$ cat src/hw/rtl/r2q_pkg.sv
package r2q_pkg;

	// Number format of matrix entries and quaternion components
	localparam int DATA_WIDTH    = 16;
	localparam int FRACTION_BITS = 14;
	localparam int ENTRIES       = 9;
	localparam int LANES         = 3;

	// Derived widths
	localparam int SUM_W   = DATA_WIDTH + 3;              // signed trace / root argument
	localparam int ARG_W   = SUM_W - 1;                   // clamped, non-negative argument
	localparam int RAD_W   = ARG_W + FRACTION_BITS;       // radicand before padding
	localparam int SQ_IN_W = RAD_W + (RAD_W % 2);         // radicand, even width
	localparam int ROOT_W  = SQ_IN_W / 2;                 // square root width
	localparam int DIFF_W  = DATA_WIDTH + 1;              // signed sum or difference of entries
	localparam int MAG_W   = DIFF_W;                      // magnitude of such a value
	localparam int NUM_W   = MAG_W + FRACTION_BITS + 1;   // dividend and quotient width
	localparam int DIV_W   = ROOT_W + 1;                  // divisor 2r

	// Path codes, also the row code of the largest diagonal entry
	localparam logic [1:0] PATH_TRACE = 2'd0;
	localparam logic [1:0] PATH_ROW0  = 2'd1;
	localparam logic [1:0] PATH_ROW1  = 2'd2;
	localparam logic [1:0] PATH_ROW2  = 2'd3;

	// Fixed-point one in the width of the trace sum
	localparam logic signed [SUM_W-1:0] ONE_SUM = SUM_W'(2 ** FRACTION_BITS);

	// Numerators as sign and magnitude, with the path they belong to
	typedef struct packed {
		logic [1:0]                  path;
		logic [LANES-1:0]            neg;
		logic [LANES-1:0][MAG_W-1:0] mag;
	} num_t;

	// What travels alongside the three dividers
	typedef struct packed {
		logic [1:0]        path;
		logic [LANES-1:0]  neg;
		logic [ROOT_W-1:0] root;
	} tag_t;

endpackage

$ cat src/hw/rtl/r2q_front.sv
module r2q_front (
	input  logic                                                 clk,
	input  logic                                                 arst_n,
	input  logic                                                 en,
	input  logic                                                 in_valid,
	input  logic [r2q_pkg::ENTRIES*r2q_pkg::DATA_WIDTH-1:0]     mat,
	output logic                                                 out_valid,
	output r2q_pkg::num_t                                        nums,
	output logic [r2q_pkg::ARG_W-1:0]                            arg
);

	logic signed [r2q_pkg::DATA_WIDTH-1:0] m_in [r2q_pkg::ENTRIES];
	logic signed [r2q_pkg::SUM_W-1:0]      trace_c;
	logic [1:0]                            sel_c;

	logic signed [r2q_pkg::DATA_WIDTH-1:0] m_s1 [r2q_pkg::ENTRIES];
	logic signed [r2q_pkg::SUM_W-1:0]      trace_s1;
	logic [1:0]                            sel_s1;
	logic                                  v_s1;

	logic signed [r2q_pkg::SUM_W-1:0]      ex [r2q_pkg::ENTRIES];
	logic signed [r2q_pkg::DIFF_W-1:0]     dx [r2q_pkg::ENTRIES];
	logic signed [r2q_pkg::SUM_W-1:0]      arg_c;
	logic signed [r2q_pkg::DIFF_W-1:0]     n_c [r2q_pkg::LANES];
	logic [1:0]                            path_c;

	r2q_pkg::num_t                         nums_s2;
	logic [r2q_pkg::ARG_W-1:0]             arg_s2;
	logic                                  v_s2;

	// Unpack the entries, row by column
	for (genvar e = 0; e < r2q_pkg::ENTRIES; e++) begin : g_unpack
		assign m_in[e] = mat[e*r2q_pkg::DATA_WIDTH +: r2q_pkg::DATA_WIDTH];
	end

	// Trace and the largest diagonal entry; ties keep the lower row
	always_comb begin
		trace_c = r2q_pkg::SUM_W'(m_in[0]) + r2q_pkg::SUM_W'(m_in[4])
			+ r2q_pkg::SUM_W'(m_in[8]);
		if (m_in[4] > m_in[0]) begin
			sel_c = r2q_pkg::PATH_ROW1;
			if (m_in[8] > m_in[4]) begin
				sel_c = r2q_pkg::PATH_ROW2;
			end
		end else begin
			sel_c = r2q_pkg::PATH_ROW0;
			if (m_in[8] > m_in[0]) begin
				sel_c = r2q_pkg::PATH_ROW2;
			end
		end
	end

	always_ff @(posedge clk or negedge arst_n) begin
		if (!arst_n) begin
			v_s1 <= 1'b0;
		end else if (en) begin
			v_s1 <= in_valid;
		end
	end

	always_ff @(posedge clk) begin
		if (en) begin
			m_s1     <= m_in;
			trace_s1 <= trace_c;
			sel_s1   <= sel_c;
		end
	end

	// Sign-extended copies for the sums below
	for (genvar e = 0; e < r2q_pkg::ENTRIES; e++) begin : g_ext
		assign ex[e] = r2q_pkg::SUM_W'(m_s1[e]);
		assign dx[e] = r2q_pkg::DIFF_W'(m_s1[e]);
	end

	// Root argument and the three numerators of the chosen path
	always_comb begin
		if (trace_s1 > 0) begin
			path_c = r2q_pkg::PATH_TRACE;
			arg_c  = trace_s1 + r2q_pkg::ONE_SUM;
			n_c[0] = dx[7] - dx[5];
			n_c[1] = dx[2] - dx[6];
			n_c[2] = dx[3] - dx[1];
		end else begin
			path_c = sel_s1;
			case (sel_s1)
				r2q_pkg::PATH_ROW1: begin
					arg_c  = ex[4] - ex[8] - ex[0] + r2q_pkg::ONE_SUM;
					n_c[0] = dx[2] - dx[6];
					n_c[1] = dx[7] + dx[5];
					n_c[2] = dx[1] + dx[3];
				end
				r2q_pkg::PATH_ROW2: begin
					arg_c  = ex[8] - ex[0] - ex[4] + r2q_pkg::ONE_SUM;
					n_c[0] = dx[3] - dx[1];
					n_c[1] = dx[2] + dx[6];
					n_c[2] = dx[5] + dx[7];
				end
				default: begin
					arg_c  = ex[0] - ex[4] - ex[8] + r2q_pkg::ONE_SUM;
					n_c[0] = dx[7] - dx[5];
					n_c[1] = dx[3] + dx[1];
					n_c[2] = dx[6] + dx[2];
				end
			endcase
		end
	end

	always_ff @(posedge clk or negedge arst_n) begin
		if (!arst_n) begin
			v_s2 <= 1'b0;
		end else if (en) begin
			v_s2 <= v_s1;
		end
	end

	// Clamp a negative argument to zero, split numerators into sign and magnitude
	always_ff @(posedge clk) begin
		if (en) begin
			nums_s2.path <= path_c;
			arg_s2       <= (arg_c > 0) ? arg_c[r2q_pkg::ARG_W-1:0] : '0;
			for (int l = 0; l < r2q_pkg::LANES; l++) begin
				nums_s2.neg[l] <= n_c[l][r2q_pkg::DIFF_W-1];
				nums_s2.mag[l] <= n_c[l][r2q_pkg::DIFF_W-1]
					? r2q_pkg::MAG_W'(-n_c[l]) : r2q_pkg::MAG_W'(n_c[l]);
			end
		end
	end

	assign out_valid = v_s2;
	assign nums      = nums_s2;
	assign arg       = arg_s2;

endmodule

$ cat config.mk
export PLATFORM = sky130hd
export DESIGN_NAME = r2q_front
export DESIGN_NICKNAME = d
export VERILOG_FILES = /design/src/hw/rtl/r2q_pkg.sv /design/src/hw/rtl/r2q_front.sv
export SDC_FILE = /design/constraint.sdc
export NUM_CORES = 1
export LEC_CHECK = 0
export ABC_AREA = 1
export BUFFER_PORTS_ARGS = -buffer_cell sky130_fd_sc_hd__buf_2
export CELL_PAD_IN_SITES_DETAIL_PLACEMENT = 0
export CELL_PAD_IN_SITES_GLOBAL_PLACEMENT = 1
export CORE_ASPECT_RATIO = 1.1
export CORE_MARGIN = 2
export CORE_UTILIZATION = 50
export CTS_BUF_LIST = sky130_fd_sc_hd__clkbuf_8
export DETAILED_ROUTE_END_ITERATION = 12
export PLACE_DENSITY = 0.95
export SETUP_SLACK_MARGIN = 0.2
export SLEW_MARGIN = 20
export SYNTH_ARGS = -nofsm -noshare
export SYNTH_HDL_FRONTEND = slang
export SYNTH_SLANG_ARGS = --single-unit
$ cat constraint.sdc
create_clock -name clk -period 5.3 [get_ports clk]
set_input_delay 0.795 -clock clk [delete_from_list [all_inputs] [get_ports clk]]
set_output_delay 0.795 -clock clk [all_outputs]
set_load 0.03 [all_outputs]
Word level (Yosys, flattened, before mapping)
Cells that the tools add are included.

Bits of input ports: 148. Logic and storage cells: 60. Bits in registers: 240. Output and inout port bits: 75.

Magnitude comparators: 5. Eq/ne operators: 2. Multiplexer cells: 10. Add/subtract/negate cells: 21.

Operator list (number): 51-bit one-hot mux with 2 select lines (1); 16-bit by 16-bit subtractor with 17-bit output (6); 18-bit by 16-bit adder with 19-bit output, second input constant (4); 16-bit by 16-bit adder with 17-bit output (4); 17-bit by 16-bit subtractor with 18-bit output (3); 51-bit 2-to-1 mux (1); 17-bit negator (3); 16-bit > comparator (3); 16-bit 2-to-1 mux (3); 19-bit one-hot mux with 2 select lines (1); 19-bit by 1-bit > comparator with 1-bit output, second input constant (1); 19-bit 2-to-1 mux (1); 17-bit by 16-bit adder with 18-bit output (1); 18-bit by 1-bit > comparator with 1-bit output, second input constant (1); 2-bit equality test, second input constant (2); 2-bit 2-to-1 mux (2); 1-bit 2-to-1 mux (1).

Logic depth before layout (Yosys ltp)
Gate-level depths: netlist of the first run.

Depth in word-level cells: 6. Mapped depth: 24. Gate-level depth less buffers: 23.

Worst setup path after synthesis of the first run
Ideal clock, no wire load.

Path type: reg-to-reg. Start: register m_s1 (netlist bit dx[2]). End: register arg_s2 (netlist bit arg[6]) (data pin). Buffers on the path: 1. Required time: 5.041 ns. Period minus slack after synthesis: 3.433 ns. Library setup time: 0.259 ns. Setup slack: 1.867 ns. Stages on the path, launching flop included: 23. Arrival: 3.174 ns. Cell sequence: edfxtp_1 > inv_1 > fa_1 > inv_1 > ha_1 > ha_1 > inv_1 > fa_1 > inv_1 > nand3_1 > nand2_1 > nand3_1 > nand2_1 > nand2_1 > nand3_1 > nand3_1 > a21oi_1 > nand3_1 > nor2_1 > nand3_1 > nand2_2 > buf_6 > nor2_1.

Word-level cells in the longest chain between the ends: 6. Elaborated cells on any way between the ends: 11. Classes of those cells: add/sub: 8; order compare: 1; mux: 2.

RTL lines: from (decl) (RTL line r2q_front.sv:16) `logic signed [r2q_pkg::DATA_WIDTH-1:0] m_s1 [r2q_pkg::ENTRIES];`; from (signal assigned) (RTL line r2q_front.sv:63) `m_s1 <= m_in;`; 16-bit by 16-bit subtractor with 17-bit output (on tied branches) (RTL line r2q_front.sv:93, r2q_front.sv:87); 17-bit by 16-bit subtractor with 18-bit output (on tied branches) (RTL line r2q_front.sv:93, r2q_front.sv:87); 18-bit by 16-bit adder with 19-bit output (on tied branches) (RTL line r2q_front.sv:93, r2q_front.sv:87); 19-bit one-hot mux with 2 select lines (*) (RTL line r2q_front.sv:85) `case (sel_s1)`; 19-bit 2-to-1 mux (*) (RTL line r2q_front.sv:77) `if (trace_s1 > 0) begin`; 19-bit by 1-bit > comparator with 1-bit output (RTL line r2q_front.sv:120) `arg_s2 <= (arg_c > 0) ? arg_c[r2q_pkg::ARG_W-1:0] : '0;`; to (signal assigned) (RTL line r2q_front.sv:120); to (decl) (RTL line r2q_front.sv:28) `logic [r2q_pkg::ARG_W-1:0] arg_s2;`.

Every way passes the cells marked *; elsewhere a longest branch is shown, timed or not. A chain may end at the register's enable or synchronous reset.

Final worst setup path of the first run
Start: register m_s1 (netlist bit dx[2]). End: register arg_s2 (netlist bit arg[11]) (data pin).

The elaborated chain is that of the path after synthesis.

==> impl_metrics.py, run 1 <==
metrics = {
    "floorplan": {
        "die_area_mm2": 0.0480,
        "die_height_um": 230,
        "core_mm2": 0.0457,
        "die_w_um": 209,
        "start_util_pct": 50.7,
        "io_pins": 223,
        "num_rows": 82,
    },
    "cts": {
        "numCtsBuffers": 41,
        "ctsResizeCount": 0,
        "postCtsHoldBufs": 1,
        "cts.clk_slew.worst_paths_ns": 0.06,
        "cts_setup_buffers": 0,
        "worst_skew_pair.late_latency_ns": 0.65,
        "cts.path.max_buffers": 3,
        "clock-root-buffer": "clkbuf_8",
        "htreeDepth": 2,
        "tritoncts": "yes",
        "clock-sinks": 240,
    },
    "routing": {
        "wire_per_inst_um": 18.2,
        "drt_pass1_iterations": 5,
        "antenna_left": 0,
        "drt_iter0_markers": 1462,
        "drc": 0,
        "drt_wl_total_um": 71200,
        "viasPerCell": 5.34,
        "num_vias": 20800,
    },
    "logic_synthesis": {
        "async_flop_share_pct": 0.833,
        "synth.area.top_cells": "edfxtp_1 (31%), ha_1 (14%), nand2_1 (14%)",
        "yosysSeqAreaShare_pct": 31.1,
        "yosysTopAreaCell": "edfxtp_1",
        "yosysWarnings": 0,
        "synthDistinctLibCells": 54,
        "synthFlopType": "edfxtp_1",
        "yosysTopAreaCellShare_pct": 30.9,
        "synth_area_mm2": 0.0232,
        "ys_ff_latch": 240,
        "syn_area_per_cell_um2": 7.53,
        "syn_nets": 3557,
        "synth_cells": 3074,
        "synth.top_cells.by_count": "nand2_1 (857), inv_1 (517), nand3_1 (330)",
        "synth_edf_count": 238,
        "synth_most_common_cell": "nand2_1",
    },
    "final_layout": {
        "nFillCells": 4355,
        "drive_gt1_share_pct": 9.89,
        "multi_input_area_mm2": 0.0136,
        "nets": 3768,
        "regArea_mm2": 0.00720,
        "fin_util_pct": 55.8,
        "area_growth_pct": 10.1,
    },
    "timing": {
        "final_max_slew_viol_count": 0,
        "tns_ns": 0,
        "fin_crit_sh_pct": 78.2,
        "rsz0062_at_grt": "no",
        "hold_viol": 0,
        "worst_slack_ns": 1.15,
        "setup_viol": 0,
        "clock.fmax_mhz": 241,
        "tightestPinTransition_ns": 0.860,
        "fin_crit_ns": 4.15,
        "max_slew_margin_pct": 42.7,
        "fin_skew_ns": 0.0482,
    },
    "global_route": {
        "grt_busiest_layer": "met2",
        "use_met2_pct": 54.9,
        "grt-ovfl-total": 0,
        "grtUsageMet1_pct": 32.6,
        "grt_use_total_pct": 29.6,
        "grt_antenna_before_repair": 0,
        "grt_pass1_wl_um": 109000,
        "use_met3_pct": 2.91,
        "grt_pass1_vias": 20700,
        "grt_max_degree": 102,
    },
    "pwr": {
        "power_mw": 9.51,
        "p_per_area_mw_per_mm2": 373,
        "p_leak_nw": 13.2,
        "peakVddDrop_mv": 0.229,
    },
    "placement": {
        "dpl_worst_slack_ns": 1.18,
        "gp_congestion": 0.969,
        "io_buffers": 222,
        "hpwl_um": 59100,
    },
    "critical_path": {
        "crit_arrival_ns": 4.51,
        "crit_type": "reg -> reg",
        "cp.required_ns": 5.66,
        "r2r_end": "arg[11]$_SDFFCE_PP0P_",
        "reg2reg_from": "dx[2]$_DFFE_PP_",
        "r2r_slack_ns": 1.15,
        "path_max_fanout": 16,
        "r2r_cells": 21,
        "setup.worst_path.start_class": "flip-flop",
        "cp-end-kind": "flip-flop",
    },
    "worst_hold_path": {
        "min_path_cells": 1,
        "worstHoldStart": "mat[53]",
        "holdCritPathClass": "in -> reg",
        "min_to": "dx[90]$_DFFE_PP_",
    },
    "run_status": {
        "status": "finished, final reports clean",
    },
    "job": {
        "drv_cap": 0,
    },
}
-- registers in the layout, indices dropped and copies added, names as in the netlist --
register,cells
dx,144
nums,56
arg,18
trace_s1,18
sel_s1,2
out_valid,1
v_s1,1
-- critical path: stages, from the launching register on --
cell      delay (ns)
edfxtp_1        0.43
inv_1           0.09
fa_1            0.54
inv_1           0.08
ha_1            0.29
ha_1            0.18
inv_1           0.07
fa_1            0.39
inv_1           0.13
nand3_1         0.10
nand2_1         0.11
nand3_1         0.15
nand2_1         0.13
nand2_1         0.06
nand3_1         0.08
nand3_1         0.08
a21oi_1         0.18
nand3_1         0.18
nor2_1          0.12
nand3_1         0.09
nand2_2         0.30
nor2_1          0.09
-- how the worst max path moves through the flow --
stage / from / end / slack (ns) / cells after the start
finish: dx[2]$_DFFE_PP_ / arg[11]$_SDFFCE_PP0P_ / 1.15 / 21
global route: dx[2]$_DFFE_PP_ / arg[11]$_SDFFCE_PP0P_ / 0.83 / 18
CTS: dx[2]$_DFFE_PP_ / arg[11]$_SDFFCE_PP0P_ / 1.15 / 18
detailed placement: dx[2]$_DFFE_PP_ / arg[9]$_SDFFCE_PP0P_ / 1.18 / 18
global placement: mat[1] / trace_s1[17]$_DFFE_PP_ / 1.25 / 13
floorplan: dx[2]$_DFFE_PP_ / arg[6]$_SDFFCE_PP0P_ / 1.87 / 22
-- metrics by stage --
step                      std cells  hold slack [ns]  instance area, µm²
after floorplan                3074            0.478               23200
after global placement         3829            0.495               24700
after detailed placement       3829            0.511               24700
after CTS                      3905            0.286               25500
after global routing           3905            0.303               25500
final                          3907            0.320               25500
-- final cells by class --
type | count | area share, %
antenna | 2 | 0.0196
clock buffer | 41 | 2.21
clock inverter | 34 | 0.790
inverter | 525 | 7.73
multi-input combinational | 2241 | 53.2
sequential | 240 | 28.2
tap | 588 | 2.89
timing repair buffer | 236 | 4.92
-- per-layer routing --
metal,wire (µm),vias to the layer above,share of wire [%]
met1,27300,9668,38
met5,0,-,0
met2,36600,623,51
li1,-,10400,-
met3,2720,191,3.8
met4,4650,0,6.5
-- cell families after synthesis --
kind of cell,after synthesis,share of synthesized area (%)
compound gates,303,7.28
xor+xnor,65,2.49
flops,240,31.1
buf+inv,593,10.4
fa+ha+maj,335,20.5
simple gates,1538,28.3
-- report_power, final --
| group | switching, mW | leakage [nW] | internal, mW | total, mW |
|---|---|---|---|---|
| clock | 0.805 | 0.434 | 0.788 | 1.59 |
| combinational | 3.54 | 10.4 | 1.63 | 5.17 |
| sequential | 0.195 | 2.36 | 2.55 | 2.75 |
| total | 4.54 | 13.2 | 4.97 | 9.51 |
-- cells in the final DEF, fill, tap and decap left out, types with 8 or more instances in the layout --
cell type / synthesis / final
o22ai_1: 9 / 9
nor2_2: 12 / 12
o21bai_1: 17 / 17
fa_1: 74 / 74
buf_4: 7 / 11
o21ai_1: 21 / 21
xor2_1: 51 / 51
a21oi_1: 147 / 147
o21ai_0: 69 / 69
nor3_1: 25 / 25
ha_1: 261 / 261
nand3_1: 330 / 330
nand2_1: 857 / 857
edfxtp_1: 238 / 238
xnor2_1: 13 / 13
nor2_1: 225 / 225
nand4_1: 35 / 35
inv_1: 517 / 530
buf_2: 43 / 221
nand3b_1: 24 / 24
and2_1: 8 / 8
clkbuf_8: 0 / 41
clkinv_1: 2 / 11
Note: power is estimated with default switching activity, not from simulation.
==> run 2: changes to the inputs <==
- CORE_UTILIZATION: 50 -> 42
- PLACE_DENSITY: 0.95 -> 0.87
- clock period: 5.3 -> 3.5 ns (I/O delays scaled with it)
==> impl_metrics.py, run 2 (same netlist as run 1, synthesis figures left out) <==
metrics = {
    "run_status": {
        "status": "finished, violations left",
        "violations": "negative setup slack",
    },
    "cts": {
        "tritoncts": "yes",
        "cts.clk_slew.worst_paths_ns": 0.06,
        "worst_skew_pair.late_latency_ns": 0.61,
        "htreeDepth": 2,
        "cts.path.max_buffers": 3,
        "clock-root-buffer": "clkbuf_8",
        "clock-sinks": 240,
        "numCtsBuffers": 42,
    },
    "routing": {
        "wire_per_inst_um": 16.8,
        "drt_wl_total_um": 71000,
        "drc": 0,
        "drt_pass1_iterations": 5,
        "num_vias": 21000,
        "viasPerCell": 4.99,
        "antenna_left": 0,
        "drt_iter0_markers": 1143,
    },
    "job": {
        "drv_cap": 0,
    },
    "final_layout": {
        "nets": 3936,
        "fin_area_mm2": 0.0279,
        "layout_commonest_cell": "nand2_1",
        "nFillCells": 5483,
        "area_growth_pct": 20.4,
        "largest_register_ffs": 144,
        "fin_util_pct": 50.9,
        "drive_gt1_share_pct": 18.3,
        "finalNonFillerCells": 4218,
        "final_cell_mix": "nand2_1 (841), inv_1 (506), nand3_1 (318)",
    },
    "timing": {
        "tightestPinTransition_ns": 0.693,
        "fin_crit_ns": 3.65,
        "setup_viol": 16,
        "hold_viol": 0,
        "fin_crit_sh_pct": 104,
        "fin_hold_ws_ns": 0.0838,
        "clock.fmax_mhz": 274,
        "fin_skew_ns": 0.0330,
        "rsz0062_at_grt": "yes",
        "tns_ns": -2.21,
        "final_max_slew_viol_count": 0,
        "worst_slack_ns": -0.151,
        "max_slew_margin_pct": 53.8,
    },
    "critical_path": {
        "cp.required_ns": 3.84,
        "crit_type": "reg -> reg",
        "cp-end-kind": "flip-flop",
        "crit_arrival_ns": 3.99,
        "setup.worst_path.start_class": "flip-flop",
        "path_max_fanout": 8,
    },
    "floorplan": {
        "die_w_um": 228,
        "io_pins": 223,
        "die_height_um": 250,
        "die_area_mm2": 0.0570,
        "num_rows": 90,
        "core_mm2": 0.0547,
        "start_util_pct": 42.3,
    },
    "worst_hold_path": {
        "holdCritPathClass": "in -> reg",
    },
    "pwr": {
        "p_leak_nw": 14.1,
        "peakVddDrop_mv": 0.261,
        "p_per_area_mw_per_mm2": 571,
        "power_mw": 15.9,
    },
    "global_route": {
        "grt_pass1_wl_um": 109000,
        "grt-ovfl-total": 0,
        "grt_pass1_vias": 20800,
        "grt_use_total_pct": 24.5,
        "grt_max_degree": 88,
        "grt_antenna_before_repair": 2,
    },
    "placement": {
        "dpl_worst_slack_ns": -0.233,
        "io_buffers": 222,
        "gp_congestion": 0.984,
        "placed_cells": 4128,
        "place_area_mm2": 0.0263,
        "hpwl_um": 58900,
    },
}
-- run 2: cell count changes in the layout (fill, tap and decap cells not counted), sizes merged --
cell      before  now
inv          538  531
clkinvlp       2    7
clkbuf        41   43
clkinv        18   14
diode          2    1
buf          235  402
bufinv         1    2
-- run 2: final timing paths --
path	start	to	slack, ns	cells after the start
setup / recovery	dx[138]$_DFFE_PP_	arg[3]$_SDFFCE_PP0P_	-0.15	23
setup reg to reg	dx[138]$_DFFE_PP_	arg[3]$_SDFFCE_PP0P_	-0.15	23
hold reg to reg	v_s1$_DFFE_PN0P_	out_valid$_DFFE_PN0P_	0.51	2
min in group asynchronous	arst_n	out_valid$_DFFE_PN0P_	0.26	2
hold / removal	mat[58]	dx[95]$_DFFE_PP_	0.08	1
max in group asynchronous	arst_n	v_s1$_DFFE_PN0P_	3.15	2
-- run 2: where the power goes --
group	leakage (nW)	switching (mW)	internal, mW	total (mW)
clock	0.414	1.18	1.30	2.48
combinational	11.3	5.72	3.60	9.31
sequential	2.36	0.271	3.86	4.13
total	14.1	7.17	8.76	15.9
-- run 2: repair_timing --
item | in CTS | in global routing
setup buffers | 1 | 15
pin swaps | 21 | 30
endpoints found under the hold margin | 2 | 0
hold buffers | 1 | 0
gates resized for setup | 43 | 79
gates cloned | 0 | 0
endpoints found under the setup margin | 18 | 52
-- run 2: metal layers --
metal / share of wire (%) / up-vias / GRT usage (%)
met5: 0 / - / 0
met4: 4.1 / 0 / 10.2
li1: - / 10700 / -
met3: 3.6 / 128 / 2.36
met1: 40 / 9719 / 27.9
met2: 52 / 486 / 46.6
-- run 2: critical path: stages (launching register included) --
cell and delay [ns]:
edfxtp_1 0.42, fa_1 0.57, inv_2 0.09, ha_4 0.28, ha_4 0.12, inv_2 0.04
fa_2 0.34, inv_2 0.10, nand2_1 0.08, nand3_2 0.08, nand3_1 0.06, nand2_1 0.06
nand2_1 0.06, inv_2 0.06, nand2_2 0.04, nor2_2 0.09, nand3_2 0.11, nor2_2 0.15
nand3_1 0.10, nor2_1 0.14, nand3_1 0.10, nand2_2 0.13, buf_12 0.14, nor2_1 0.04
-- run 2: layout make-up --
cell class / instances / area (µm²) / share of cell area [%]
multi-input cells: 2241 / 14400 / 51.6
flip-flops and latches: 240 / 7200 / 25.8
repair buffers: 403 / 2630 / 9.42
inverters: 525 / 1970 / 7.07
well taps: 736 / 921 / 3.30
clock buffers: 43 / 592 / 2.12
clock inverters: 29 / 195 / 0.700
diodes: 1 / 2.50 / 0.00897
