**src/hw/rtl/r2q_pkg.sv**
```systemverilog
package r2q_pkg;

	// Number format of matrix entries and quaternion components
	localparam int DATA_WIDTH    = 16;
	localparam int FRACTION_BITS = 14;
	localparam int ENTRIES       = 9;
	localparam int LANES         = 3;

	// Derived widths
	localparam int SUM_W   = DATA_WIDTH + 3;              // signed trace / root argument
	localparam int ARG_W   = SUM_W - 1;                   // clamped, non-negative argument
	localparam int RAD_W   = ARG_W + FRACTION_BITS;       // radicand before padding
	localparam int SQ_IN_W = RAD_W + (RAD_W % 2);         // radicand, even width
	localparam int ROOT_W  = SQ_IN_W / 2;                 // square root width
	localparam int DIFF_W  = DATA_WIDTH + 1;              // signed sum or difference of entries
	localparam int MAG_W   = DIFF_W;                      // magnitude of such a value
	localparam int NUM_W   = MAG_W + FRACTION_BITS + 1;   // dividend and quotient width
	localparam int DIV_W   = ROOT_W + 1;                  // divisor 2r

	// Path codes, also the row code of the largest diagonal entry
	localparam logic [1:0] PATH_TRACE = 2'd0;
	localparam logic [1:0] PATH_ROW0  = 2'd1;
	localparam logic [1:0] PATH_ROW1  = 2'd2;
	localparam logic [1:0] PATH_ROW2  = 2'd3;

	// Fixed-point one in the width of the trace sum
	localparam logic signed [SUM_W-1:0] ONE_SUM = SUM_W'(2 ** FRACTION_BITS);

	// Numerators as sign and magnitude, with the path they belong to
	typedef struct packed {
		logic [1:0]                  path;
		logic [LANES-1:0]            neg;
		logic [LANES-1:0][MAG_W-1:0] mag;
	} num_t;

	// What travels alongside the three dividers
	typedef struct packed {
		logic [1:0]        path;
		logic [LANES-1:0]  neg;
		logic [ROOT_W-1:0] root;
	} tag_t;

endpackage

```
**src/hw/rtl/r2q_sqrt.sv**
```systemverilog
module r2q_sqrt (
	input  logic                         clk,
	input  logic                         arst_n,
	input  logic                         en,
	input  logic                         in_valid,
	input  logic [r2q_pkg::ARG_W-1:0]    arg,
	input  r2q_pkg::num_t                nums_in,
	output logic                         out_valid,
	output logic [r2q_pkg::ROOT_W-1:0]   root,
	output r2q_pkg::num_t                nums_out
);

	localparam int N  = r2q_pkg::ROOT_W;
	localparam int RW = r2q_pkg::ROOT_W + 2;

	logic [r2q_pkg::SQ_IN_W-1:0] rad_s  [N+1];
	logic [RW-1:0]               rem_s  [N+1];
	logic [N-1:0]                root_s [N+1];
	r2q_pkg::num_t               tag_s  [N+1];
	logic                        v_s    [N+1];

	// Radicand is the argument scaled by one fraction unit
	assign rad_s[0]  = r2q_pkg::SQ_IN_W'({arg, {r2q_pkg::FRACTION_BITS{1'b0}}});
	assign rem_s[0]  = '0;
	assign root_s[0] = '0;
	assign tag_s[0]  = nums_in;
	assign v_s[0]    = in_valid;

	// One root bit per stage: bring down two radicand bits, try 4r+1
	for (genvar g = 0; g < N; g++) begin : g_step
		logic [RW+1:0] cur;
		logic [RW+1:0] trial;
		logic          ge;

		always_comb begin
			cur   = {rem_s[g], rad_s[g][r2q_pkg::SQ_IN_W-1 -: 2]};
			trial = (RW+2)'({root_s[g], 2'b01});
			ge    = (cur >= trial);
		end

		always_ff @(posedge clk or negedge arst_n) begin
			if (!arst_n) begin
				v_s[g+1] <= 1'b0;
			end else if (en) begin
				v_s[g+1] <= v_s[g];
			end
		end

		always_ff @(posedge clk) begin
			if (en) begin
				rem_s[g+1]  <= ge ? RW'(cur - trial) : RW'(cur);
				root_s[g+1] <= {root_s[g][N-2:0], ge};
				rad_s[g+1]  <= rad_s[g] << 2;
				tag_s[g+1]  <= tag_s[g];
			end
		end
	end

	assign out_valid = v_s[N];
	assign root      = root_s[N];
	assign nums_out  = tag_s[N];

endmodule

```
**config.mk**
```make
export PLATFORM = sky130hd
export DESIGN_NAME = r2q_sqrt
export DESIGN_NICKNAME = d
export VERILOG_FILES = /design/src/hw/rtl/r2q_pkg.sv /design/src/hw/rtl/r2q_sqrt.sv
export SDC_FILE = /design/constraint.sdc
export NUM_CORES = 1
export LEC_CHECK = 0
export BUFFER_PORTS_ARGS = -buffer_cell sky130_fd_sc_hd__buf_4
export CORE_UTILIZATION = 67
export CTS_BUF_LIST = sky130_fd_sc_hd__clkbuf_8
export DETAILED_ROUTE_END_ITERATION = 10
export PLACE_DENSITY = 0.81
export RECOVER_POWER = 100
export SETUP_SLACK_MARGIN = 0.5
export SLEW_MARGIN = 20
export SYNTH_ARGS = -nofsm -noshare
export SYNTH_HDL_FRONTEND = slang
export SYNTH_SLANG_ARGS = --single-unit
```
**constraint.sdc**
```tcl
create_clock -name clk -period 7.9 [get_ports clk]
set_input_delay 1.58 -clock clk [delete_from_list [all_inputs] [get_ports clk]]
set_output_delay 1.58 -clock clk [all_outputs]
set_load 0.02 [all_outputs]
```
## Yosys cells after proc, flatten, opt, wreduce, memory -nomap -nowiden

Index checks and enable logic that the tools add are counted.

| word-level totals | value |
|---|---|
| logic and storage cells | 188 |
| input bits | 78 |
| flip-flop bits (word level) | 1375 |

| cells by class | value |
|---|---|
| muxes and demuxes | 15 |
| add/sub/neg operators | 15 |
| $lt $le $gt $ge | 16 |

Operators by type and width:

| operator | count |
|---|---|
| 18-bit two-way mux | 14 |
| 20-bit by 10-bit >= comparator with 1-bit output | 1 |
| 20-bit by 11-bit >= comparator with 1-bit output | 1 |
| 20-bit by 12-bit >= comparator with 1-bit output | 1 |
| 20-bit by 13-bit >= comparator with 1-bit output | 1 |
| 20-bit by 14-bit >= comparator with 1-bit output | 1 |
| 20-bit by 15-bit >= comparator with 1-bit output | 1 |
| 20-bit by 16-bit >= comparator with 1-bit output | 1 |
| 20-bit by 17-bit >= comparator with 1-bit output | 1 |
| 20-bit by 3-bit >= comparator with 1-bit output | 1 |
| 20-bit by 4-bit >= comparator with 1-bit output | 1 |
| 20-bit by 5-bit >= comparator with 1-bit output | 1 |
| 20-bit by 6-bit >= comparator with 1-bit output | 1 |
| 20-bit by 7-bit >= comparator with 1-bit output | 1 |
| 20-bit by 8-bit >= comparator with 1-bit output | 1 |
| 20-bit by 9-bit >= comparator with 1-bit output | 1 |
| 18-bit by 10-bit subtractor with 18-bit output | 1 |
| 18-bit by 11-bit subtractor with 18-bit output | 1 |
| 18-bit by 12-bit subtractor with 18-bit output | 1 |
| 18-bit by 13-bit subtractor with 18-bit output | 1 |
| 18-bit by 14-bit subtractor with 18-bit output | 1 |
| 18-bit by 15-bit subtractor with 18-bit output | 1 |
| 18-bit by 16-bit subtractor with 18-bit output | 1 |
| 18-bit by 3-bit subtractor with 18-bit output | 1 |
| 9 further kinds | 9 |

## Logic depth before layout (Yosys ltp)

Gate-level depths: netlist of the first run.

| depth | value |
|---|---|
| depth after elaboration | 2 |
| gate-level depth with buffers | 12 |
| depth with buffers taken out | 10 |

## Least setup slack after synthesis of the first run

No wires, ideal clock.

| timing path | value |
|---|---|
| kind | reg2reg |
| from | register rem_s (netlist bit g_step[11].cur[2]) |
| to | register rem_s (netlist bit g_step[12].cur[10]), data pin |
| period minus slack after synthesis | 3.091 ns |
| buffers on the path | 1 |
| setup slack | 4.809 ns |
| stages on the path, launching flop included | 11 |
| arrival | 2.831 ns |
| required time | 7.640 ns |
| library setup time | 0.260 ns |
| cell sequence | edfxtp_1 -> ha_1 -> fa_1 -> a211o_1 -> o211ai_1 -> o211ai_1 -> and2_1 -> o21a_1 -> or3_1 -> buf_2 -> mux2_2 |

| on the way | value |
|---|---|
| word-level cells in the longest chain between the ends | 2 |
| elaborated cells on any way between the ends | 3 |

RTL lines:

| item | RTL line | source |
|---|---|---|
| start, declared | r2q_sqrt.sv:17 | `logic [RW-1:0] rem_s [N+1];` |
| start signal, assigned by index | r2q_sqrt.sv:51 | `rem_s[g+1] <= ge ? RW'(cur - trial) : RW'(cur);` |
| 20-bit by 13-bit >= comparator with 1-bit output | r2q_sqrt.sv:38 | `ge = (cur >= trial);` |
| named net g_step[11].ge | r2q_sqrt.sv:33 | `logic ge;` |
| 18-bit two-way mux | r2q_sqrt.sv:51 |  |

The timed path passes the listed nets, and every way through them passes these cells.
A chain may end at the register's enable or synchronous reset.

## Final worst setup path of the first run

| timing path | value |
|---|---|
| from | input en |
| to | register tag_s (netlist bit nums_out[55]), enable pin |

RTL lines:

| item | RTL line | source |
|---|---|---|
| start, declared | r2q_sqrt.sv:4 | `input logic en,` |
| end signal, assigned by index | r2q_sqrt.sv:54 | `tag_s[g+1] <= tag_s[g];` |
| end, declared | r2q_sqrt.sv:19 | `r2q_pkg::num_t tag_s [N+1];` |

No word-level cell between the ends.

==> impl_metrics.tcl, run 1 <==
set metrics [dict create \
    grt_util_all_layers_pct 19.1 \
    post-route-drc-count 0 \
    post_route_cells_drive_above_1_share_pct 11.6 \
    num_vias 23200 \
    final_number_of_max_transition_violations 812 \
    placeableCoreArea_sq_um 74600 \
    max-cap-violations 10 \
    placement.io_buffers 150 \
    synthCells 2826 \
    first_pass_iters 5 \
    clkSinkCount 1364 \
    final.hold.worst_slack_ns 0.388 \
    via_count_of_the_first_global_routing_pass 24200 \
    power_frac_comb_pct 7.7 \
    fin_setup_tns_ns 0 \
    power_frac_seq_pct 59.3 \
    sw_frac_of_total_pct 23.1 \
    timing.critical_path.to_type "flop" \
    synth.net_count 3050 \
    post_cts_hold_buffer_count 0 \
    grt_antenna_before_repair 1 \
    min_delay_path_class "flop to flop" \
    synthDistinctLibCells 79 \
    drt_iter0_markers 1487 \
    placementRows 100 \
    cpLargestDelayFamily "buffers and inverters" \
    commonest_register_cell_after_synthesis "edfxtp_1" \
    postSynthRegisterBits 1364 \
    critical_path.slowest_cell "clkbuf_2" \
    grt_max_degree 195 \
    postRouteWirelength_microns 71600 \
    asyncSetResetFlopFracSynth_pct 1.17 \
    cts.repair.resized 0 \
    fill_cells 4019 \
    cp_num_buf_inv 2 \
    power-per-cell-area_nw_per_um2 270 \
    max_slew_margin_pct -189 \
    crit_path_max_incr_delay_ns 3.03 \
    dp_hpwl_microns 45000 \
    post-layout-total-power_mw 15.1 \
    grt_pass1_wl_microns 116000 \
    design.die.area_sq_um 76700 \
    final.period_utilization_pct 67.3 \
    synth_area_per_cell_sq_um 17.9 \
    tmin_final_ns 5.31 \
    critical_path_peak_fanout 194 \
    cts_buffers 194 \
    startpoint_type "input pin" \
    share_of_synthesized_area_occupied_by_flip_flops_and_latches_pct 80.7 \
    synth_warnings 0 \
    share_clk_of_total_power_pct 33.1 \
    clock.fmax_ghz 0.188 \
    timing_worst_slew_pin_value_ns 4.34 \
    routedWlPerCell_microns 16.9 \
    root_buffer "clkbuf_8" \
    internal-power_mw 11.6 \
    syn_to_final_growth_pct 10.3 \
    worstPathCellList "buf_16, clkbuf_2" \
    outcome "finished, violations left" \
    detail_route.vias_per_cell 5.49 \
    unrepaired_setup_endpoints_after_global_routing "false" \
    synth_edf_count 1348 \
    p_switching_mw 3.48 \
    final_antenna_net_count 0 \
    timing.critical_path.required_ns 8.19 \
    nets 3332 \
    count_of_pins_on_the_block_boundary 151 \
    hold_violations 0 \
    criticalPathCategory "input pin to flop" \
    setup-violations-final 0 \
    clkSlewWorstSetupHoldPaths_ns 0.06 \
    clkLatencyLatePin_ns 0.81 \
    vdd_drop_max_mv 0.202 \
    global_route.overflow_total 0 \
    floorplan.initialDensity_pct 67.9 \
    tritoncts "yes" \
    violated_checks "max-capacitance violations, max-slew violations" \
    clock_skew_ns 0.0447 \
    cts_max_path_buffers 3 \
    floorplan.die.width_microns 277 \
    cts_setup_buffers 0 \
    htree_num_levels 4 \
    routabilityCongestion 0.889 \
    die_height_microns 277 \
    syn-cell-area_sq_um 50700 \
    total_leakage_power_nw 20.5 \
    critPathArrivalTime_ns 5.61 \
]
[synthesized netlist by cell type, drive strengths merged (7+ instances only)]
library cell,count,area share [%]
ha,140,3.5
buf,63,0.91
nor3,46,0.45
xor2,70,1.2
or2,10,0.12
and2,9,0.11
or4,8,0.13
nand4,14,0.17
a21o,30,0.44
inv,171,1.3
nor2,136,1.0
o21a,30,0.44
o21ai,90,0.89
nand2b,27,0.33
nand3,34,0.34
a21oi,116,1.1
nor2b,16,0.20
edfxtp,1348,80
o31ai,11,0.17
o211ai,7,0.10
nor4,23,0.33
o21bai,11,0.16
nand3b,9,0.13
dfrtp,16,0.79
or3,28,0.36
xnor2,96,1.7
a211oi,11,0.16
nand2,105,0.78
a31oi,8,0.099
clkbuf,19,0.14
mux2,54,1.2
[final cells by class]
| type | instances | area, sq um | area share, % |
|---|---|---|---|
| timing repair buffer | 168 | 981 | 1.76 |
| sequential | 1364 | 40900 | 73.2 |
| clock buffer | 197 | 2710 | 4.85 |
| tap | 969 | 1210 | 2.17 |
| inverter | 171 | 642 | 1.15 |
| clock inverter | 152 | 878 | 1.57 |
| antenna | 1 | 2.50 | 0.00448 |
| multi-input combinational | 1209 | 8560 | 15.3 |
[power groups by stage]
| stage | Sequential, mW | Combinational (mW) | Clock (mW) |
|---|---|---|---|
| floorplan | 8.96 | 0.809 | 0 |
| global placement | 9.02 | 1.11 | 0 |
| detailed placement | 9.06 | 1.18 | 0 |
| CTS | 8.92 | 1.19 | 5.14 |
| global route | 8.99 | 1.28 | 5.44 |
| finish | 8.93 | 1.15 | 4.98 |
[through the flow]
step	instance area, sq um	setup WS [ns]	util, %	cells
3_3_place_gp	52700	3.93	70.7	3881
2_1_floorplan	50700	4.81	-	2826
6_report	55900	2.59	74.9	4231
5_1_grt	55900	2.37	74.9	4231
4_1_cts	56300	4.29	75.5	4230
3_5_place_dp	52700	3.85	70.7	3881
[flip-flops by register name, summed over array words and instances, names as in the netlist]
register and count:
g_step.cur 260, g_step.trial 120, nums_out 56, out_valid 1, rad_s 56, root 16
tag_s 840, v_s 15
[kinds of logic (layout without fill, tap and decap cells)]
| kind of cell | count (synthesis) | count (layout) | synth area share (%) |
|---|---|---|---|
| other cells | 1 | 2 | 0.00740 |
| buf+inv | 253 | 688 | 2.32 |
| flops | 1364 | 1364 | 80.7 |
| mux | 58 | 58 | 1.29 |
| simple gates | 490 | 490 | 4.86 |
| compound gates | 348 | 348 | 4.25 |
| xor+xnor | 166 | 166 | 2.87 |
| fa+ha+maj | 146 | 146 | 3.70 |
[placed cells by master (no fill, tap or decap), drive strengths merged, types with 14 or more instances in the layout]
| cell type | count |
|---|---|
| xnor2 | 96 |
| clkinv | 69 |
| a21oi | 116 |
| o21a | 30 |
| nand4 | 14 |
| mux2 | 54 |
| nand2 | 105 |
| inv | 251 |
| xor2 | 70 |
| ha | 140 |
| nor4 | 23 |
| edfxtp | 1348 |
| clkbuf | 359 |
| o21ai | 90 |
| a21o | 30 |
| nor2 | 136 |
| nand2b | 27 |
| nor2b | 16 |
| or3 | 28 |
| dfrtp | 16 |
| nand3 | 34 |
| nor3 | 46 |
[worst paths after layout]
kind / start / end / slack (ns) / cells after the start
max: en / nums_out[55] / 2.59 / 2
max reg2reg: g_step[14].cur[2] / g_step[15].cur[5] / 3.39 / 9
min: tag_s[223] / tag_s[167] / 0.39 / 0
min reg2reg: tag_s[223] / tag_s[167] / 0.39 / 0
min in group asynchronous: arst_n / v_s[4] / 0.84 / 1
max in group asynchronous: arst_n / v_s[12] / 6.52 / 1
[layer usage]
layer / vias to the layer above / global-route usage [%] / part of all wire, %
li1: 11200 / - / -
met1: 11300 / 20.8 / 38
met2: 553 / 35.5 / 55
met3: 170 / 3.86 / 4.1
met4: 0 / 8.79 / 2.9
met5: - / 0 / 0
No activity file was read; power rests on OpenSTA's default activity.
==> inputs of run 2 (changes only) <==
--- a/config.mk
+++ b/config.mk
@@ -5,11 +5,12 @@
 export SDC_FILE = /design/constraint.sdc
 export NUM_CORES = 1
 export LEC_CHECK = 0
+export ABC_AREA = 1
 export BUFFER_PORTS_ARGS = -buffer_cell sky130_fd_sc_hd__buf_4
-export CORE_UTILIZATION = 67
+export CORE_UTILIZATION = 58
 export CTS_BUF_LIST = sky130_fd_sc_hd__clkbuf_8
 export DETAILED_ROUTE_END_ITERATION = 10
-export PLACE_DENSITY = 0.81
+export PLACE_DENSITY = 0.74
 export RECOVER_POWER = 100
 export SETUP_SLACK_MARGIN = 0.5
 export SLEW_MARGIN = 20
==> constraint.sdc (replaced) <==
create_clock -name clk -period 4.5 [get_ports clk]
set_input_delay 0.9 -clock clk [delete_from_list [all_inputs] [get_ports clk]]
set_output_delay 0.9 -clock clk [all_outputs]
set_load 0.02 [all_outputs]
==> impl_metrics.tcl, run 2 <==
set metrics [dict create \
    outcome "finished, violations left" \
    violated_checks "max-capacitance violations, max-slew violations" \
    cpLargestDelayFamily "buffers and inverters" \
    cts.repair.resized 0 \
    clkSlewWorstSetupHoldPaths_ns 0.06 \
    finalCoreUtilization_pct 64.6 \
    final_antenna_net_count 0 \
    placementRows 111 \
    whs_endpoint "rad_s[505]" \
    clock_skew_ns 0.0454 \
    reg2reg_setup_slack_ns 1.32 \
    dp_hpwl_microns 56400 \
    synthMostInstantiatedCell "edfxtp_1" \
    clkLatencyLatePin_ns 0.86 \
    htree_num_levels 4 \
    postSynthRegisterBits 1364 \
    asyncSetResetFlopFracSynth_pct 1.17 \
    synth.top_cells.by_count "edfxtp_1 (1,348), nand2_1 (908), inv_1 (464)" \
    floorplan.die.width_microns 307 \
    via_count_of_the_first_global_routing_pass 27500 \
    postRouteWirelength_microns 84400 \
    total_leakage_power_nw 23.8 \
    detail_route.vias_per_cell 4.98 \
    synth_top_cell_area_share_pct 75.3 \
    timing.rr.end "g_step[11].cur[18]" \
    max-cap-violations 16 \
    tmin_final_ns 3.33 \
    timing.hold.worst.start "arg[9]" \
    grt_pass1_wl_microns 136000 \
    clkSinkCount 1364 \
    hold_violations 0 \
    layout.cells.most_common_list "edfxtp_1 (1,348), nand2_1 (919), inv_1 (529)" \
    placeableCoreArea_sq_um 91800 \
    global_route.overflow_total 0 \
    synthTopCellsByArea "edfxtp_1 (75%), nand2_1 (6.3%), ha_1 (3.3%), inv_1 (3.2%), nand3_1 (2.3%)" \
    fin_setup_tns_ns 0 \
    max_slew_margin_pct -87.8 \
    final_number_of_max_transition_violations 974 \
    synthCells 3948 \
    criticalPathCategory "input pin to flop" \
    post-route-drc-count 0 \
    largest_reg_flops 840 \
    commonest_register_cell_after_synthesis "edfxtp_1" \
    min_delay_path_class "input pin to flop" \
    critPathArrivalTime_ns 3.71 \
    routabilityCongestion 0.883 \
    floorplan.initialDensity_pct 58.6 \
    syn_to_final_growth_pct 10.3 \
    vdd_drop_max_mv 0.337 \
    r2r.worst_path.cells 11 \
    share_of_synthesized_area_occupied_by_flip_flops_and_latches_pct 76.0 \
    cts_buffers 204 \
    tritoncts "yes" \
    unrepaired_setup_endpoints_after_global_routing "false" \
    startpoint "en" \
    most_frequent_standard_cell_in_the_layout_excluding_fill_and_tap_cells "edfxtp_1" \
    die_height_microns 307 \
    first_pass_iters 5 \
    timing.critical_path.to_type "flop" \
    startpoint_type "input pin" \
    synthDistinctLibCells 48 \
    syn-cell-area_sq_um 53800 \
    final.period_utilization_pct 73.9 \
    post_route_cells_drive_above_1_share_pct 8.12 \
    drt_iter0_markers 1917 \
    num_vias 28100 \
    routedWlPerCell_microns 14.9 \
    cp_num_buf_inv 2 \
    crit_path_max_incr_delay_ns 2.15 \
    power-per-cell-area_nw_per_um2 461 \
    grt_antenna_before_repair 1 \
    grt_max_degree 139 \
    crit-reg2reg-launch "g_step[10].cur[5]" \
    worstPathCellList "buf_16, dlymetal6s4s_1" \
    root_buffer "clkbuf_8" \
    timing.critical_path.required_ns 4.88 \
    regMostFlops "tag_s" \
    count_of_pins_on_the_block_boundary 151 \
    synth.net_count 4172 \
    timing_worst_slew_pin_value_ns 2.82 \
    design.die.area_sq_um 94000 \
    cts_max_path_buffers 3 \
    fill_cells 6691 \
    synth_area_per_cell_sq_um 13.6 \
    clock.fmax_ghz 0.301 \
    cell_accounting_for_the_most_synthesized_area "edfxtp_1" \
    nets 4467 \
    synth_warnings 0 \
    grt_util_all_layers_pct 18.3 \
    setup-violations-final 0 \
    synth_edf_count 1348 \
    hold_path_depth 1 \
    critical_path_peak_fanout 138 \
    placement.io_buffers 150 \
    critical_path.slowest_cell "dlymetal6s4s_1" \
]
run 2: cell families (layout without fill, tap and decap cells):
kind of cell	count (synthesis)	in the layout	share of synthesized area [%]
other cells	1	3	0.00697
fa+ha+maj	146	146	3.48
flops	1364	1364	76.0
xor+xnor	88	88	1.43
compound gates	251	251	2.53
simple gates	1537	1537	12.0
buf+inv	561	1012	4.52
run 2: metal layers:
metal / vias up / track usage, % / part of all wire [%]
li1: 14200 / - / -
met1: 13100 / 23.2 / 44
met2: 602 / 30.1 / 48
met3: 202 / 4.27 / 5.0
met4: 0 / 7.94 / 3.2
met5: - / 0 / 0
run 2: cell type report:
type	count	area (sq um)	area share [%]
sequential	1364	40900	68.9
multi-input combinational	2023	10300	17.4
tap	1243	1560	2.62
timing repair buffer	178	1030	1.73
clock buffer	207	2850	4.80
antenna	2	5.00	0.00843
inverter	472	1770	2.99
clock inverter	155	927	1.56
run 2: timing repair:
item	CTS	global route
setup buffers	0	0
endpoints found under the hold margin	16	0
hold buffers	1	0
run 2: per-stage QoR:
stage,hold WS (ns),instances,setup WS [ns],power (mW),area (sq um)
floorplan,0.400,3948,2.33,17.5,53800
global route,0.155,5644,1.02,28.7,59300
global placement,0.400,5279,1.86,18.4,56200
detailed placement,0.405,5279,1.81,18.5,56200
CTS,0.114,5642,1.79,27.8,60000
finish,0.251,5644,1.17,27.4,59300
run 2: power by group:
group,internal (mW),switching (mW)
Sequential,15.2,0.439
Clock,4.72,4.50
Combinational,0.836,1.70
run 2: worst max-delay path by stage:
| stage | endpoint | depth (start not counted) |
|---|---|---|
| after floorplan | g_step[12].cur[10] | 13 |
| after global placement | tag_s[494] | 2 |
| after detailed placement | g_step[15].cur[13] | 9 |
| after CTS | g_step[12].cur[19] | 12 |
| after global routing | g_step[11].cur[18] | 11 |
| final | nums_out[42] | 2 |
==> inputs of run 3 (changes only) <==
--- a/config.mk
+++ b/config.mk
@@ -5,12 +5,12 @@
 export SDC_FILE = /design/constraint.sdc
 export NUM_CORES = 1
 export LEC_CHECK = 0
-export ABC_AREA = 1
+export ABC_AREA = 0
 export BUFFER_PORTS_ARGS = -buffer_cell sky130_fd_sc_hd__buf_4
-export CORE_UTILIZATION = 58
+export CORE_UTILIZATION = 64
 export CTS_BUF_LIST = sky130_fd_sc_hd__clkbuf_8
 export DETAILED_ROUTE_END_ITERATION = 10
-export PLACE_DENSITY = 0.74
+export PLACE_DENSITY = 0.78
 export RECOVER_POWER = 100
 export SETUP_SLACK_MARGIN = 0.5
 export SLEW_MARGIN = 20
==> constraint.sdc (replaced) <==
create_clock -name clk -period 3.4 [get_ports clk]
set_input_delay 0.68 -clock clk [delete_from_list [all_inputs] [get_ports clk]]
set_output_delay 0.68 -clock clk [all_outputs]
set_load 0.02 [all_outputs]
==> impl_metrics.tcl, run 3 (synthesis gave the netlist of run 1 again) <==
set metrics [dict create \
    clkLatencyLatePin_ns 0.82 \
    timing_worst_slew_pin_value_ns 1.60 \
    root_buffer "clkbuf_8" \
    internal-power_mw 27.5 \
    share_clk_of_total_power_pct 34.0 \
    p_switching_mw 8.15 \
    placementRows 102 \
    regMostFlops "tag_s" \
    criticalPathCategory "flop to flop" \
    final.period_utilization_pct 89.7 \
    total_leakage_power_nw 21.0 \
    clkSlewWorstSetupHoldPaths_ns 0.06 \
    timing.hold.worst.start "in_valid" \
    design.die.area_sq_um 80300 \
    post-layout-total-power_mw 35.6 \
    startpoint "g_step[14].trial[2]" \
    tmin_final_ns 3.05 \
    routabilityCongestion 0.863 \
    timing.critical_path.required_ns 3.96 \
    setup-violations-final 0 \
    post_route_cells_drive_above_1_share_pct 12.7 \
    routedWlPerCell_microns 15.8 \
    layout.cells.most_common_list "edfxtp_1 (1,348), inv_1 (240), clkbuf_8 (202)" \
    first_pass_iters 8 \
    violated_checks "max-capacitance violations, max-slew violations" \
    die_height_microns 283 \
    grt_antenna_before_repair 1 \
    most_frequent_standard_cell_in_the_layout_excluding_fill_and_tap_cells "edfxtp_1" \
    count_of_pins_on_the_block_boundary 151 \
    finalCoreUtilization_pct 73.5 \
    power_frac_comb_pct 7.9 \
    unrepaired_setup_endpoints_after_global_routing "true" \
    cts_buffers 200 \
    critical_path_peak_fanout 7 \
    dp_hpwl_microns 42000 \
    power-per-cell-area_nw_per_um2 623 \
    clkSinkCount 1364 \
    global_route.overflow_total 0 \
    crit-reg2reg-launch "g_step[14].trial[2]" \
    sw_frac_of_total_pct 22.9 \
    num_vias 23600 \
    final.hold.worst_slack_ns 0.109 \
    startpoint_type "flop" \
    htree_num_levels 4 \
    final_number_of_max_transition_violations 274 \
    timing.critical_path.to_type "flop" \
    via_count_of_the_first_global_routing_pass 24100 \
    dpl.cell_count 3984 \
    syn_to_final_growth_pct 12.9 \
    grt_util_all_layers_pct 17.7 \
    grt_pass1_wl_microns 114000 \
    clock.fmax_ghz 0.328 \
    outcome "finished, violations left" \
    vdd_drop_max_mv 0.412 \
    placement.io_buffers 150 \
    critPathArrivalTime_ns 3.61 \
    largest_reg_flops 840 \
    drt_iter0_markers 1272 \
    max_slew_margin_pct -6.84 \
    nets 3462 \
    post-route-drc-count 0 \
    floorplan.initialDensity_pct 65.1 \
    reg2reg_setup_slack_ns 0.35 \
    fin_setup_tns_ns 0 \
    floorplan.die.width_microns 283 \
    grt_max_degree 108 \
    placeableCoreArea_sq_um 77800 \
    detail_route.vias_per_cell 5.32 \
    cts_max_path_buffers 3 \
    max-cap-violations 4 \
    clock_skew_ns 0.0386 \
    tritoncts "yes" \
    final_antenna_net_count 0 \
    hold_violations 0 \
    postRouteWirelength_microns 70100 \
    min_delay_path_class "input pin to flop" \
    power_frac_seq_pct 58.0 \
    fin_cells 4435 \
]
## run 3: what timing repair did
item,4_1_cts,5_1_grt
gates resized for setup,14,20
pin swaps,8,13
hold buffers,73,0
buffers inserted,13,4
setup endpoints to repair,62,63
cloned,1,1
endpoints found under the hold margin,88,0
## run 3: worst max-delay path, stage by stage, from the launching register on
cell and delay, ns:
edfxtp_1 0.36, inv_1 0.05, ha_1 0.23, fa_2 0.39
a211oi_1 0.22, nor2_1 0.14, o311ai_4 0.33, a31oi_1 0.18
nor3b_1 0.36, buf_6 0.20, mux2_2 0.34
## run 3: layout make-up
type,instances,area [sq um]
Antenna cell,1,2.50
Clock buffer,202,2780
Clock inverter,156,957
Fill cell,4583,20600
Inverter,171,642
Multi-Input combinational cell,1210,8670
Sequential cell,1364,40900
Tap cell,1040,1300
Timing Repair Buffer,291,1980
## run 3: through the flow
step / area (sq um) / setup WS [ns]
after detailed placement: 53200 / 0.162
after CTS: 57800 / 0.454
final: 57200 / 0.350
after floorplan: 50700 / 0.471
after global routing: 57200 / 0.223
after global placement: 53200 / 0.233
## run 3: path summary, 6_finish.rpt
check / to / cells past startpoint
max in group asynchronous: v_s[9] / 2
min in group asynchronous: v_s[3] / 2
setup reg to reg: g_step[15].cur[5] / 10
hold reg to reg: tag_s[303] / 0
setup / recovery: g_step[15].cur[5] / 10
hold / removal: v_s[15] / 2
## run 3: power by group through the flow
stage,registers (mW),clock network (mW),logic (mW)
final,20.7,12.1,2.82
after global routing,20.8,13.3,3.14
after CTS,20.7,12.5,2.93
after detailed placement,21.0,0,2.78
after global placement,20.9,0,2.62
after floorplan,20.8,0,1.88
## run 3: per-layer routing
metal	vias up	GRT usage (%)	share of wire, %	routed length (microns)
met1	11400	19.7	39	27300
met4	0	6.99	2.5	1740
met2	476	32.4	55	38300
li1	11500	-	-	-
met3	153	4.17	4.0	2790
met5	-	0	0	0
